<file path="src/rtl/bwc_pkg.sv">
// Package for the block word checksum: widths, seed constant, tail mixing tables.
// No dependencies; used by every module in rtl/.
package bwc_pkg;

    localparam int COUNT_BITS = 20;
    localparam int WORD_BITS  = 32;
    localparam int REP_BITS   = 3;   // leftover words per block: 0..7

    localparam logic [WORD_BITS-1:0]  SEED_MULT = 32'h3487_9945;
    localparam logic [COUNT_BITS-1:0] WC_RESET  = COUNT_BITS'(31);
    localparam logic [WORD_BITS-1:0]  SEED_RESET =
        WORD_BITS'(64'(WC_RESET) * 64'(SEED_MULT));

    // one block's closing job: z*33^r + t*(33^(r-1)+...+1)
    typedef struct packed {
        logic [WORD_BITS-1:0] z;
        logic [WORD_BITS-1:0] t;
        logic [REP_BITS-1:0]  r;
    } t_tail_req;

    // 33^r mod 2^32
    function automatic logic [WORD_BITS-1:0] pow33(input logic [REP_BITS-1:0] r);
        logic [WORD_BITS-1:0] v;
        case (r)
            3'd0:    v = 32'd1;
            3'd1:    v = 32'd33;
            3'd2:    v = 32'd1089;
            3'd3:    v = 32'd35937;
            3'd4:    v = 32'd1185921;
            3'd5:    v = 32'd39135393;
            3'd6:    v = 32'd1291467969;
            3'd7:    v = 32'd3963737313;
            default: v = 32'd1;
        endcase
        return v;
    endfunction

    // sum of 33^k for k < r, mod 2^32
    function automatic logic [WORD_BITS-1:0] geo33(input logic [REP_BITS-1:0] r);
        logic [WORD_BITS-1:0] v;
        case (r)
            3'd0:    v = 32'd0;
            3'd1:    v = 32'd1;
            3'd2:    v = 32'd34;
            3'd3:    v = 32'd1123;
            3'd4:    v = 32'd37060;
            3'd5:    v = 32'd1222981;
            3'd6:    v = 32'd40358374;
            3'd7:    v = 32'd1331826343;
            default: v = 32'd0;
        endcase
        return v;
    endfunction

    // bytes b0..b3 (b0 on top) ORed at shifts 23, 16, 7, 0
    function automatic logic [WORD_BITS-1:0] remix(input logic [WORD_BITS-1:0] w);
        return ({24'd0, w[31:24]} << 23) | ({24'd0, w[23:16]} << 16) |
               ({24'd0, w[15:8]} << 7)   |  {24'd0, w[7:0]};
    endfunction

endpackage

</file>
<file path="src/rtl/bwc_hash.sv">
// Running hash and word counter: mixes one word per beat, hands closing jobs downstream.
// Depends on bwc_pkg.
module bwc_hash (
    input  logic                            i_clk,
    input  logic                            i_rst_n,
    input  logic                            i_cfg_we,
    input  logic [bwc_pkg::COUNT_BITS-1:0]  i_cfg_data,
    input  logic                            i_beat,
    input  logic [bwc_pkg::WORD_BITS-1:0]   i_word,
    output logic                            o_ready,
    output logic                            o_req_valid,
    output bwc_pkg::t_tail_req              o_req,
    input  logic                            i_req_ready
);
    import bwc_pkg::*;

    logic [COUNT_BITS-1:0] r_wc, n_wc;
    logic [WORD_BITS-1:0]  r_seed, n_seed;
    logic [COUNT_BITS-1:0] r_seen, n_seen;
    logic [WORD_BITS-1:0]  r_hash, n_hash;
    logic [WORD_BITS-1:0]  r_tail_t, n_tail_t;
    logic                  r_req_valid, n_req_valid;
    t_tail_req             r_req, n_req;

    logic [WORD_BITS-1:0]  base, mix, t_now;
    logic [COUNT_BITS-1:0] full;
    logic [COUNT_BITS:0]   seen_inc;
    logic                  last, in_full, at_tail, wc_zero;

    assign o_ready     = !r_req_valid || i_req_ready;
    assign o_req_valid = r_req_valid;
    assign o_req       = r_req;

    always_comb begin
        base     = (r_seen == '0) ? r_seed : r_hash;
        mix      = base + ((base << 5) ^ i_word);
        t_now    = remix(i_word);
        full     = {r_wc[COUNT_BITS-1:REP_BITS], {REP_BITS{1'b0}}};
        seen_inc = {1'b0, r_seen} + (COUNT_BITS+1)'(1);
        wc_zero  = (r_wc == '0);
        last     = seen_inc >= {1'b0, r_wc};
        in_full  = r_seen < full;
        at_tail  = r_seen == full;
    end

    always_comb begin
        n_wc        = r_wc;
        n_seed      = r_seed;
        n_seen      = r_seen;
        n_hash      = r_hash;
        n_tail_t    = r_tail_t;
        n_req_valid = r_req_valid && !i_req_ready;
        n_req       = r_req;
        if (i_cfg_we) begin
            n_wc   = i_cfg_data;
            n_seed = WORD_BITS'(64'(i_cfg_data) * 64'(SEED_MULT));
            n_seen = '0;
            n_hash = '0;
        end else if (i_beat) begin
            if (at_tail) begin
                n_tail_t = t_now;
            end
            if (wc_zero || last) begin
                n_seen      = '0;
                n_hash      = '0;
                n_req_valid = 1'b1;
                if (wc_zero) begin
                    n_req = '{z: '0, t: '0, r: '0};
                end else if (r_wc[REP_BITS-1:0] == '0) begin
                    n_req = '{z: mix, t: '0, r: '0};
                end else begin
                    // hash is frozen once the tail word has been seen
                    n_req = '{z: base, t: (at_tail ? t_now : r_tail_t),
                              r: r_wc[REP_BITS-1:0]};
                end
            end else begin
                n_seen = seen_inc[COUNT_BITS-1:0];
                n_hash = in_full ? mix : base;
            end
        end
    end

    always_ff @(posedge i_clk) begin
        if (!i_rst_n) begin
            r_wc        <= WC_RESET;
            r_seed      <= SEED_RESET;
            r_seen      <= '0;
            r_hash      <= '0;
            r_req_valid <= 1'b0;
        end else begin
            r_wc        <= n_wc;
            r_seed      <= n_seed;
            r_seen      <= n_seen;
            r_hash      <= n_hash;
            r_req_valid <= n_req_valid;
        end
    end

    always_ff @(posedge i_clk) begin
        r_tail_t <= n_tail_t;
        r_req    <= n_req;
    end

    a_seen_below_count: assert property (@(posedge i_clk) disable iff (!i_rst_n)
        (r_wc != '0) |-> (r_seen < r_wc))
        else $error("word counter ran past block length");

    a_cfg_restarts: assert property (@(posedge i_clk) disable iff (!i_rst_n)
        i_cfg_we |=> (r_seen == '0))
        else $error("config write did not restart the block");

    a_last_emits: assert property (@(posedge i_clk) disable iff (!i_rst_n)
        (i_beat && !i_cfg_we && (last || wc_zero)) |=> r_req_valid)
        else $error("block end produced no closing job");

endmodule

</file>
<file path="src/rtl/bwc_tail.sv">
// Closing stage: folds the leftover-word repeats in with two table multiplies,
// then holds the checksum in the output register. Depends on bwc_pkg.
module bwc_tail (
    input  logic                           i_clk,
    input  logic                           i_rst_n,
    input  logic                           i_req_valid,
    input  bwc_pkg::t_tail_req             i_req,
    output logic                           o_req_ready,
    output logic                           o_valid,
    output logic [bwc_pkg::WORD_BITS-1:0]  o_data,
    input  logic                           i_ready
);
    import bwc_pkg::*;

    logic                 r_prod_valid, n_prod_valid;
    logic [WORD_BITS-1:0] r_prod_z, n_prod_z;
    logic [WORD_BITS-1:0] r_prod_t, n_prod_t;
    logic                 r_out_valid, n_out_valid;
    logic [WORD_BITS-1:0] r_out, n_out;
    logic                 out_free, prod_free;

    assign out_free    = !r_out_valid || i_ready;
    assign prod_free   = !r_prod_valid || out_free;
    assign o_req_ready = prod_free;
    assign o_valid     = r_out_valid;
    assign o_data      = r_out;

    always_comb begin
        n_prod_valid = r_prod_valid;
        n_prod_z     = r_prod_z;
        n_prod_t     = r_prod_t;
        n_out_valid  = r_out_valid;
        n_out        = r_out;
        if (out_free) begin
            n_out_valid = r_prod_valid;
            n_out       = r_prod_z + r_prod_t;
        end
        if (prod_free) begin
            n_prod_valid = i_req_valid;
            n_prod_z     = WORD_BITS'(i_req.z * pow33(i_req.r));
            n_prod_t     = WORD_BITS'(i_req.t * geo33(i_req.r));
        end
    end

    always_ff @(posedge i_clk) begin
        if (!i_rst_n) begin
            r_prod_valid <= 1'b0;
            r_out_valid  <= 1'b0;
        end else begin
            r_prod_valid <= n_prod_valid;
            r_out_valid  <= n_out_valid;
        end
    end

    always_ff @(posedge i_clk) begin
        r_prod_z <= n_prod_z;
        r_prod_t <= n_prod_t;
        r_out    <= n_out;
    end

    a_prod_moves: assert property (@(posedge i_clk) disable iff (!i_rst_n)
        (r_prod_valid && out_free) |=> r_out_valid)
        else $error("product stage lost a job");

    a_prod_holds: assert property (@(posedge i_clk) disable iff (!i_rst_n)
        (r_prod_valid && !out_free) |=> (r_prod_valid && $stable(r_prod_z)))
        else $error("product stage overwritten while stalled");

    a_req_taken: assert property (@(posedge i_clk) disable iff (!i_rst_n)
        (i_req_valid && prod_free) |=> r_prod_valid)
        else $error("closing job dropped");

endmodule

</file>
<file path="src/rtl/block_word_checksum.sv">
// Top level of the block word checksum: hash/counter stage plus closing stage.
// Depends on bwc_pkg, bwc_hash, bwc_tail.
//
//  channel   | dir | tdata                      | notes
//  s_axis    | in  | [31:0] data_word           | one storage word per beat
//  m_axis    | out | [31:0] checksum            | one beat per finished block
//  cfg       | in  | i_cfg_data[19:0] word_count| write strobe i_cfg_we
//
// One word per cycle sustained while s_axis_tready stays high; the running hash updates in the accept cycle.
// After the edge that takes the block's last beat, a checksum passes through the job reg,
// the product registers and the output register, in that order.
// Reset (synchronous, active low) sets word_count to 31 and empties the pipeline.
// Input stalls only while the closing stages are full and m_axis_tready is low.
module block_word_checksum (
    input  logic                           i_clk,
    input  logic                           i_rst_n,
    input  logic                           i_cfg_we,
    input  logic [bwc_pkg::COUNT_BITS-1:0] i_cfg_data,
    input  logic                           s_axis_tvalid,
    output logic                           s_axis_tready,
    input  logic [31:0]                    s_axis_tdata,   // [31:0] data_word
    output logic                           m_axis_tvalid,
    input  logic                           m_axis_tready,
    output logic [31:0]                    m_axis_tdata    // [31:0] checksum
);
    import bwc_pkg::*;

    logic      beat;
    logic      req_valid, req_ready;
    t_tail_req req;

    assign beat = s_axis_tvalid && s_axis_tready;

    bwc_hash u_hash (
        .i_clk       (i_clk),
        .i_rst_n     (i_rst_n),
        .i_cfg_we    (i_cfg_we),
        .i_cfg_data  (i_cfg_data),
        .i_beat      (beat),
        .i_word      (s_axis_tdata),
        .o_ready     (s_axis_tready),
        .o_req_valid (req_valid),
        .o_req       (req),
        .i_req_ready (req_ready)
    );

    bwc_tail u_tail (
        .i_clk       (i_clk),
        .i_rst_n     (i_rst_n),
        .i_req_valid (req_valid),
        .i_req       (req),
        .o_req_ready (req_ready),
        .o_valid     (m_axis_tvalid),
        .o_data      (m_axis_tdata),
        .i_ready     (m_axis_tready)
    );

endmodule

</file>
<file path="config.mk">
export PLATFORM = sky130hd
export DESIGN_NAME = block_word_checksum
export DESIGN_NICKNAME = d
export VERILOG_FILES = /design/src/rtl/bwc_pkg.sv /design/src/rtl/bwc_hash.sv /design/src/rtl/bwc_tail.sv /design/src/rtl/block_word_checksum.sv
export SDC_FILE = /design/constraint.sdc
export NUM_CORES = 2
export LEC_CHECK = 0
export BUFFER_PORTS_ARGS = -buffer_cell sky130_fd_sc_hd__buf_4
export CAP_MARGIN = 20
export CORE_ASPECT_RATIO = 0.8
export CORE_MARGIN = 1
export CORE_UTILIZATION = 65
export CTS_CLUSTER_DIAMETER = 100
export DETAILED_ROUTE_END_ITERATION = 16
export PLACE_DENSITY_LB_ADDON = 0.08
export RECOVER_POWER = 100
export SETUP_SLACK_MARGIN = 0.02
export SLEW_MARGIN = 20
export SYNTH_ARGS = -nofsm -noshare
export SYNTH_HDL_FRONTEND = slang
export SYNTH_SLANG_ARGS = --single-unit
export TNS_END_PERCENT = 100
</file>
<file path="constraint.sdc">
create_clock -name i_clk -period 20 [get_ports i_clk]
set_clock_uncertainty 0.15 [all_clocks]
set_input_delay 1 -clock i_clk [delete_from_list [all_inputs] [get_ports i_clk]]
set_output_delay 1 -clock i_clk [all_outputs]
set_load 0.03 [all_outputs]
</file>
======== After elaboration in Yosys (flattened, before gate mapping) ========
Memories as Yosys holds them, arrays and structs flattened. A register that Yosys moved wholly into a read port is not among the register bits.
Index checks and enable logic that the tools add are counted.
W data, S select, Z words.
storage, ports and cells
  input port bits ......................... 57
  bits in read-only memories .............. 384
  register bits ........................... 302
  memories kept ........................... 2
  output and inout port bits .............. 34
  logic and storage cells ................. 63
memories
  name             words  bits a word  read ports  clocked after memory_dff  wr ports  line           source
  (no name shown)  8      25           1           1                         0         bwc_pkg.sv:41  case (r)
  (no name shown)  8      23           1           1                         0         bwc_pkg.sv:24  case (r)
operators by class
  multiply operators ...................... 3
  add/sub/neg operators ................... 3
  reduce and logical (&&, ||, !) cells .... 17
  bitwise logic cells ..................... 6
  eq/ne operators ......................... 1
  mux-type cells .......................... 15
  order comparisons ....................... 2
operators by type and width
  cell                      count
  $mux W32                  6
  $mux W67                  1
  $add A32 B32 Y32          2
  $mul A32 B32 Y32          2
  $logic_not A20 Y1         2
  $mul A20 B30 Y32 const B  1
  $or A32 B15 Y32           1
  $or A32 B8 Y32            1
  $xor A32 B32 Y32          1
  $or A31 B24 Y31           1
  $add A20 B1 Y21 const B   1
  $ge A21 B20 Y1            1
  $eq A20 B20 Y1            1
  $lt A20 B20 Y1            1
  $mux W20                  1
  $mux W3                   4
  $logic_not A1 Y1          4
  $logic_or A1 B1 Y1        4
  $reduce_or A2 Y1          2
  $logic_not A3 Y1          1
  $mux W1                   3
  $reduce_and A3 Y1         1
  $logic_and A1 B1 Y1       2
  $not A1 Y1                2
  $reduce_and A2 Y1         1

======== Depth between registers and ports, before layout ========
  word-level depth ........................ 8
  gate-level depth with buffers ........... 27

======== Cells and area by module ========
A second synthesis with hierarchy kept.
second synthesis, totals
  cells, all modules ...................... 4966
  area total of the unflattened synthesis .. 46722.3 µm²
modules (own cells, without submodules)
  module               sequential area each (µm²)  instances  area each (µm²)  cells an instance
  bwc_tail             2922.8                      1          29094.2          3082
  bwc_hash             5034.8                      1          17621.9          1883
  block_word_checksum  0.0                         1          6.3              1

======== Least setup slack after synthesis ========
OpenSTA, ideal clock, no wires.
  path type ............................... flip-flop to flip-flop
  from .................................... register (tool-made name)
  to ...................................... register u_tail.r_prod_t[30] (data pin)
  stages on the path, launching flop included .. 27
  slack ................................... 13179 ps
  arrival time ............................ 6406 ps
  setup time .............................. 266 ps
  cell sequence ........................... dfxtp_1 -> clkbuf_1 -> clkbuf_1 -> nand2_1 -> fa_1 -> inv_1 -> fa_1 -> fa_1 -> inv_1 -> fa_1 -> inv_1 -> fa_1 -> inv_1 -> fa_1 -> inv_1 -> fa_1 -> fa_1 -> ha_1 -> a21o_1 -> a21o_1 -> a21oi_1 -> o21ai_0 -> a31oi_1 -> or2_2 -> o311a_1 -> a21boi_0 -> xor2_1
RTL lines
  item                  line            source
  to (signal assigned)  bwc_tail.sv:57  r_prod_t <= n_prod_t;
  to (decl)             bwc_tail.sv:17  logic [WORD_BITS-1:0] r_prod_t, n_prod_t;

==> summary.txt <==
Status
  • Outcome: complete, but fails checks
  • Violations in the final reports: design-rule violations, max-capacitance violations, max-slew violations

Timing
  • Count of endpoints failing hold in the final timing report: 0
  • Final worst path period share: 0.470
  • Final Worst Setup Slack: 10.60 ns
  • Final-layout setup total negative slack: 0 ns
  • Tmin final: around 9.4 ns
  • Setup repair after global routing missed its margin: false
  • Total setup violations reported at the end of the flow: 0
  • Max Slew Vio Count: between 400 and 500
  • Slew @ Worst Pin: approximately 4.2 ns
  • Fin Hold WS: roughly 0.29 ns
  • Headroom to the max-slew limit: -1.80
  • Maximum operating frequency: 106 MHz

GRT
  • Via count of the first global-routing pass: approximately 33000
  • Number of antenna violations at the first check in global routing: 4
  • Global-route track usage on met3: 0.0721
  • Pin count of the biggest net entering global routing: 80
  • Fraction of met2 tracks used by global routing: 0.507
  • Total GRT Usage: 0.344
  • Global routing met1 resource utilization: 0.506
  • First-pass GRT wire length: 191000 µm
  • Layer with the highest usage: met2
  • Sum of overflow across all layers after global routing: 0

Critical path
  • Maximum net fanout on the critical path: 59
  • WP data required: roughly 20 ns
  • Crit Path Category: reg -> reg
  • Crit-path cells: clkbuf_1, nand2_1, fa_1, inv_1, ha_1, inv_1, fa_1, inv_1, fa_1, ha_1, ha_1, inv_1, fa_1, inv_1, ha_1, ha_1, o21ai_0, o21a_1, nor3_1, a41oi_1, a211o_1, o311a_1, nor4bb_1, or3_1
  • Critical path arrival: between 9 and 10 ns
  • Kind of end point of the critical path: register
  • Critical path launch point type: register
  • Slowest Stage Delay on Critical Path: 2.36 ns
  • CP max-delay cell: sky130_fd_sc_hd__clkbuf_1

Logic synthesis
  • Seq cells post-synth: 315
  • Most frequently used flop master after synthesis: sky130_fd_sc_hd__edfxtp_1
  • Number of flops mapped to enable cells by yosys: 195
  • Synth async-reset ratio: 0
  • Cell count after synthesis: 4779
  • Syn Std Cell Area: 0.0467 mm²
  • Yosys cell types: 78
  • Cell types occupying the most area after synthesis: sky130_fd_sc_hd__fa_1 (30%), sky130_fd_sc_hd__ha_1 (16%), sky130_fd_sc_hd__edfxtp_1 (13%)
  • Synthesis Warnings: 0
  • Syn_area_per_cell: about 9.8 µm²
  • Biggest area consumer among synthesized cells: sky130_fd_sc_hd__fa_1
  • Share of synthesized area occupied by flip-flops and latches: 0.177
  • Top cell type's share of synthesized area: 0.301
  • Post-synthesis net count: roughly 6000

Final layout
  • Fraction of final layout cells sized beyond drive strength 1: 0.0380
  • Multi-input logic area: 0.0341 mm²
  • Nets@finish: 6125
  • Syn-to-layout area delta: 5.39%
  • Fill cells: 5635
  • Area taken by flip-flops and latches: 0.00826 mm²

Placement
  • Port-buffer cells: 90
  • Final weighted congestion of routability-driven global placement: 0.996
  • Minimum setup slack after placement: 12.58 ns
  • Detailed Place HPWL: 98400 µm

Routing
  • Post-DR vias/cell: 5.75
  • Length of the first detailed-routing pass in iterations: 12
  • Drt wl/cell: 21.2 µm
  • Drt initial violations: 2486
  • Antenna Violating Nets Remaining: 0
  • Post-detailed-route DRC marker count: 3
  • Sum of routed wire length over all layers: about 120000 µm
  • Overall via count from detail_route: approximately 33000

CTS
  • Hold_buf cts: 0
  • Clock tree from TritonCTS: yes
  • Clock latency reported for the late side of the worst-skew pair: 0.57 ns
  • CTS-repair resized insts: 0
  • TritonCTS buffer count: 35
  • Buffers from clock root to sink, at most: 3
  • Maximum level of the CTS H-tree: 2
  • Clock-pin slew on the worst setup and hold paths: 0.06 ns
  • Clk sink count: 315
  • Clock tree root buffer cell: sky130_fd_sc_hd__clkbuf_16
  • Setup fix buffers added after clock tree synthesis: 0

Floorplan
  • Effective utilization at floorplan: 0.659
  • Die height: 242 µm
  • Die Area: between 0.07 and 0.08 mm²
  • Chip width: between 300 and 400 µm
  • I/O pin cnt: around 90
  • Standard-cell row count: 87
  • Area of the core: 0.0708 mm²

Hold path
  • Worst min-delay path class: reg -> reg
  • Hold wc startpoint: u_hash.r_hash[16]$_SDFFE_PP0P_

Pwr
  • Largest vdd supply drop: 0.233 mV
  • Leakage power: 24.4 nW
  • Power per Cell Area: 74.8 mW/mm²

Job
  • Max Cap Viol: 9
critical path, delay by kind of cell (launching register included):
kind,cells,cell delay [ns]
and+or+nand+nor,4,1.17
AOI/OAI and AO/OA,5,1.38
buffers and inverters,6,2.58
DFF,1,0.31
adders and majority gates,9,3.50
layout make-up:
type	count	area share
clock buffers	43	0.0199
repair buffers	125	0.0154
inverters	986	0.0753
diodes	4	0.000204
clock inverters	21	0.00407
well taps	934	0.0238
multi-input cells	3324	0.693
flip-flops and latches	315	0.168
stage by stage:
step	instances	total power [mW]	area (µm²)	utilization
floorplan	4779	2.48	46700	-
global placement	5683	2.98	48200	0.681
detailed placement	5683	3.00	48200	0.681
CTS	5747	3.69	49400	0.698
global route	5748	3.99	49200	0.695
finish	5752	3.68	49200	0.695
metal layers:
layer / share of wire / routed length [µm]
met4: 0.037 / 4490
met2: 0.43 / 52400
met5: 0 / 0
met1: 0.44 / 53800
met3: 0.094 / 11500
layout by cell type, fill, tap and decap left out, types with 23 or more instances in the layout:
cell type                   count
sky130_fd_sc_hd__o21a_1        23
sky130_fd_sc_hd__and2_1       379
sky130_fd_sc_hd__xor2_1        87
sky130_fd_sc_hd__a21oi_1      126
sky130_fd_sc_hd__inv_1        985
sky130_fd_sc_hd__edfxtp_1     195
sky130_fd_sc_hd__nor3_1        32
sky130_fd_sc_hd__a211oi_1      47
sky130_fd_sc_hd__clkbuf_1      50
sky130_fd_sc_hd__nor2b_1       39
sky130_fd_sc_hd__clkbuf_16     36
sky130_fd_sc_hd__mux2i_1       65
sky130_fd_sc_hd__nand2_1      376
sky130_fd_sc_hd__nor2_1       137
sky130_fd_sc_hd__buf_4         75
sky130_fd_sc_hd__xnor2_1      198
sky130_fd_sc_hd__and2_0        28
sky130_fd_sc_hd__dfxtp_1      117
sky130_fd_sc_hd__a21o_1        70
sky130_fd_sc_hd__ha_1         580
sky130_fd_sc_hd__fa_1         701
sky130_fd_sc_hd__o21ai_0       82
sky130_fd_sc_hd__nand3_1       51
path summary, 6_finish.rpt:
path | slack [ns] | cells past startpoint | end
worst max-delay path | 10.60 | 24 | u_tail.r_prod_z[30]$_DFFE_PP_
worst min-delay path | 0.29 | 2 | u_hash.r_hash[16]$_SDFFE_PP0P_
worst max register to register | 10.60 | 24 | u_tail.r_prod_z[30]$_DFFE_PP_
worst min register to register | 0.29 | 2 | u_hash.r_hash[16]$_SDFFE_PP0P_
state kept, by name (all words and copies together), names as in the netlist, named ones only:
| signal | cells |
|---|---|
| u_hash.o_req_valid | 1 |
| u_tail.o_valid | 1 |
| u_tail.r_prod_t | 32 |
| u_hash.r_seed | 32 |
| u_tail.o_data | 32 |
| u_hash.o_req | 67 |
| u_hash.r_wc | 18 |
| u_hash.r_hash | 32 |
| u_hash.r_tail_t | 32 |
| u_tail.r_prod_valid | 1 |
| u_tail.r_prod_z | 32 |
| u_hash.r_seen | 20 |
cells by family (layout without fill, tap and decap cells):
logic type      count (synthesis)  count (layout)  synth area share
mux                            95              95            0.0212
fa+ha+maj                    1281            1281             0.456
buf+inv                      1140            1175            0.0918
xor+xnor                      286             286            0.0540
other cells                     0               4                 0
simple gates                 1162            1162             0.128
flops                         315             315             0.177
compound gates                500             500            0.0719
power by group:
group,internal [mW],switching [mW],leakage (nW)
Sequential,0.741,0.0316,2.90
Combinational,0.948,1.29,20.9
Clock,0.379,0.286,0.569
cell usage after synthesis (all sizes together) (16+ instances only):
library cell  count
and2            407
inv             985
clkbuf          146
nand3            52
a21o             70
nand4            21
nor2b            39
o211ai           16
fa              701
nand2           377
a211oi           47
edfxtp          195
nand2b           22
xnor2           198
a31oi            16
nor3             34
dfxtp           120
xor2             87
nor2            139
o21a             23
ha              580
a21oi           127
o21ai            82
mux2i            65
mux2             30
Note: power is estimated with default switching activity, not from simulation.
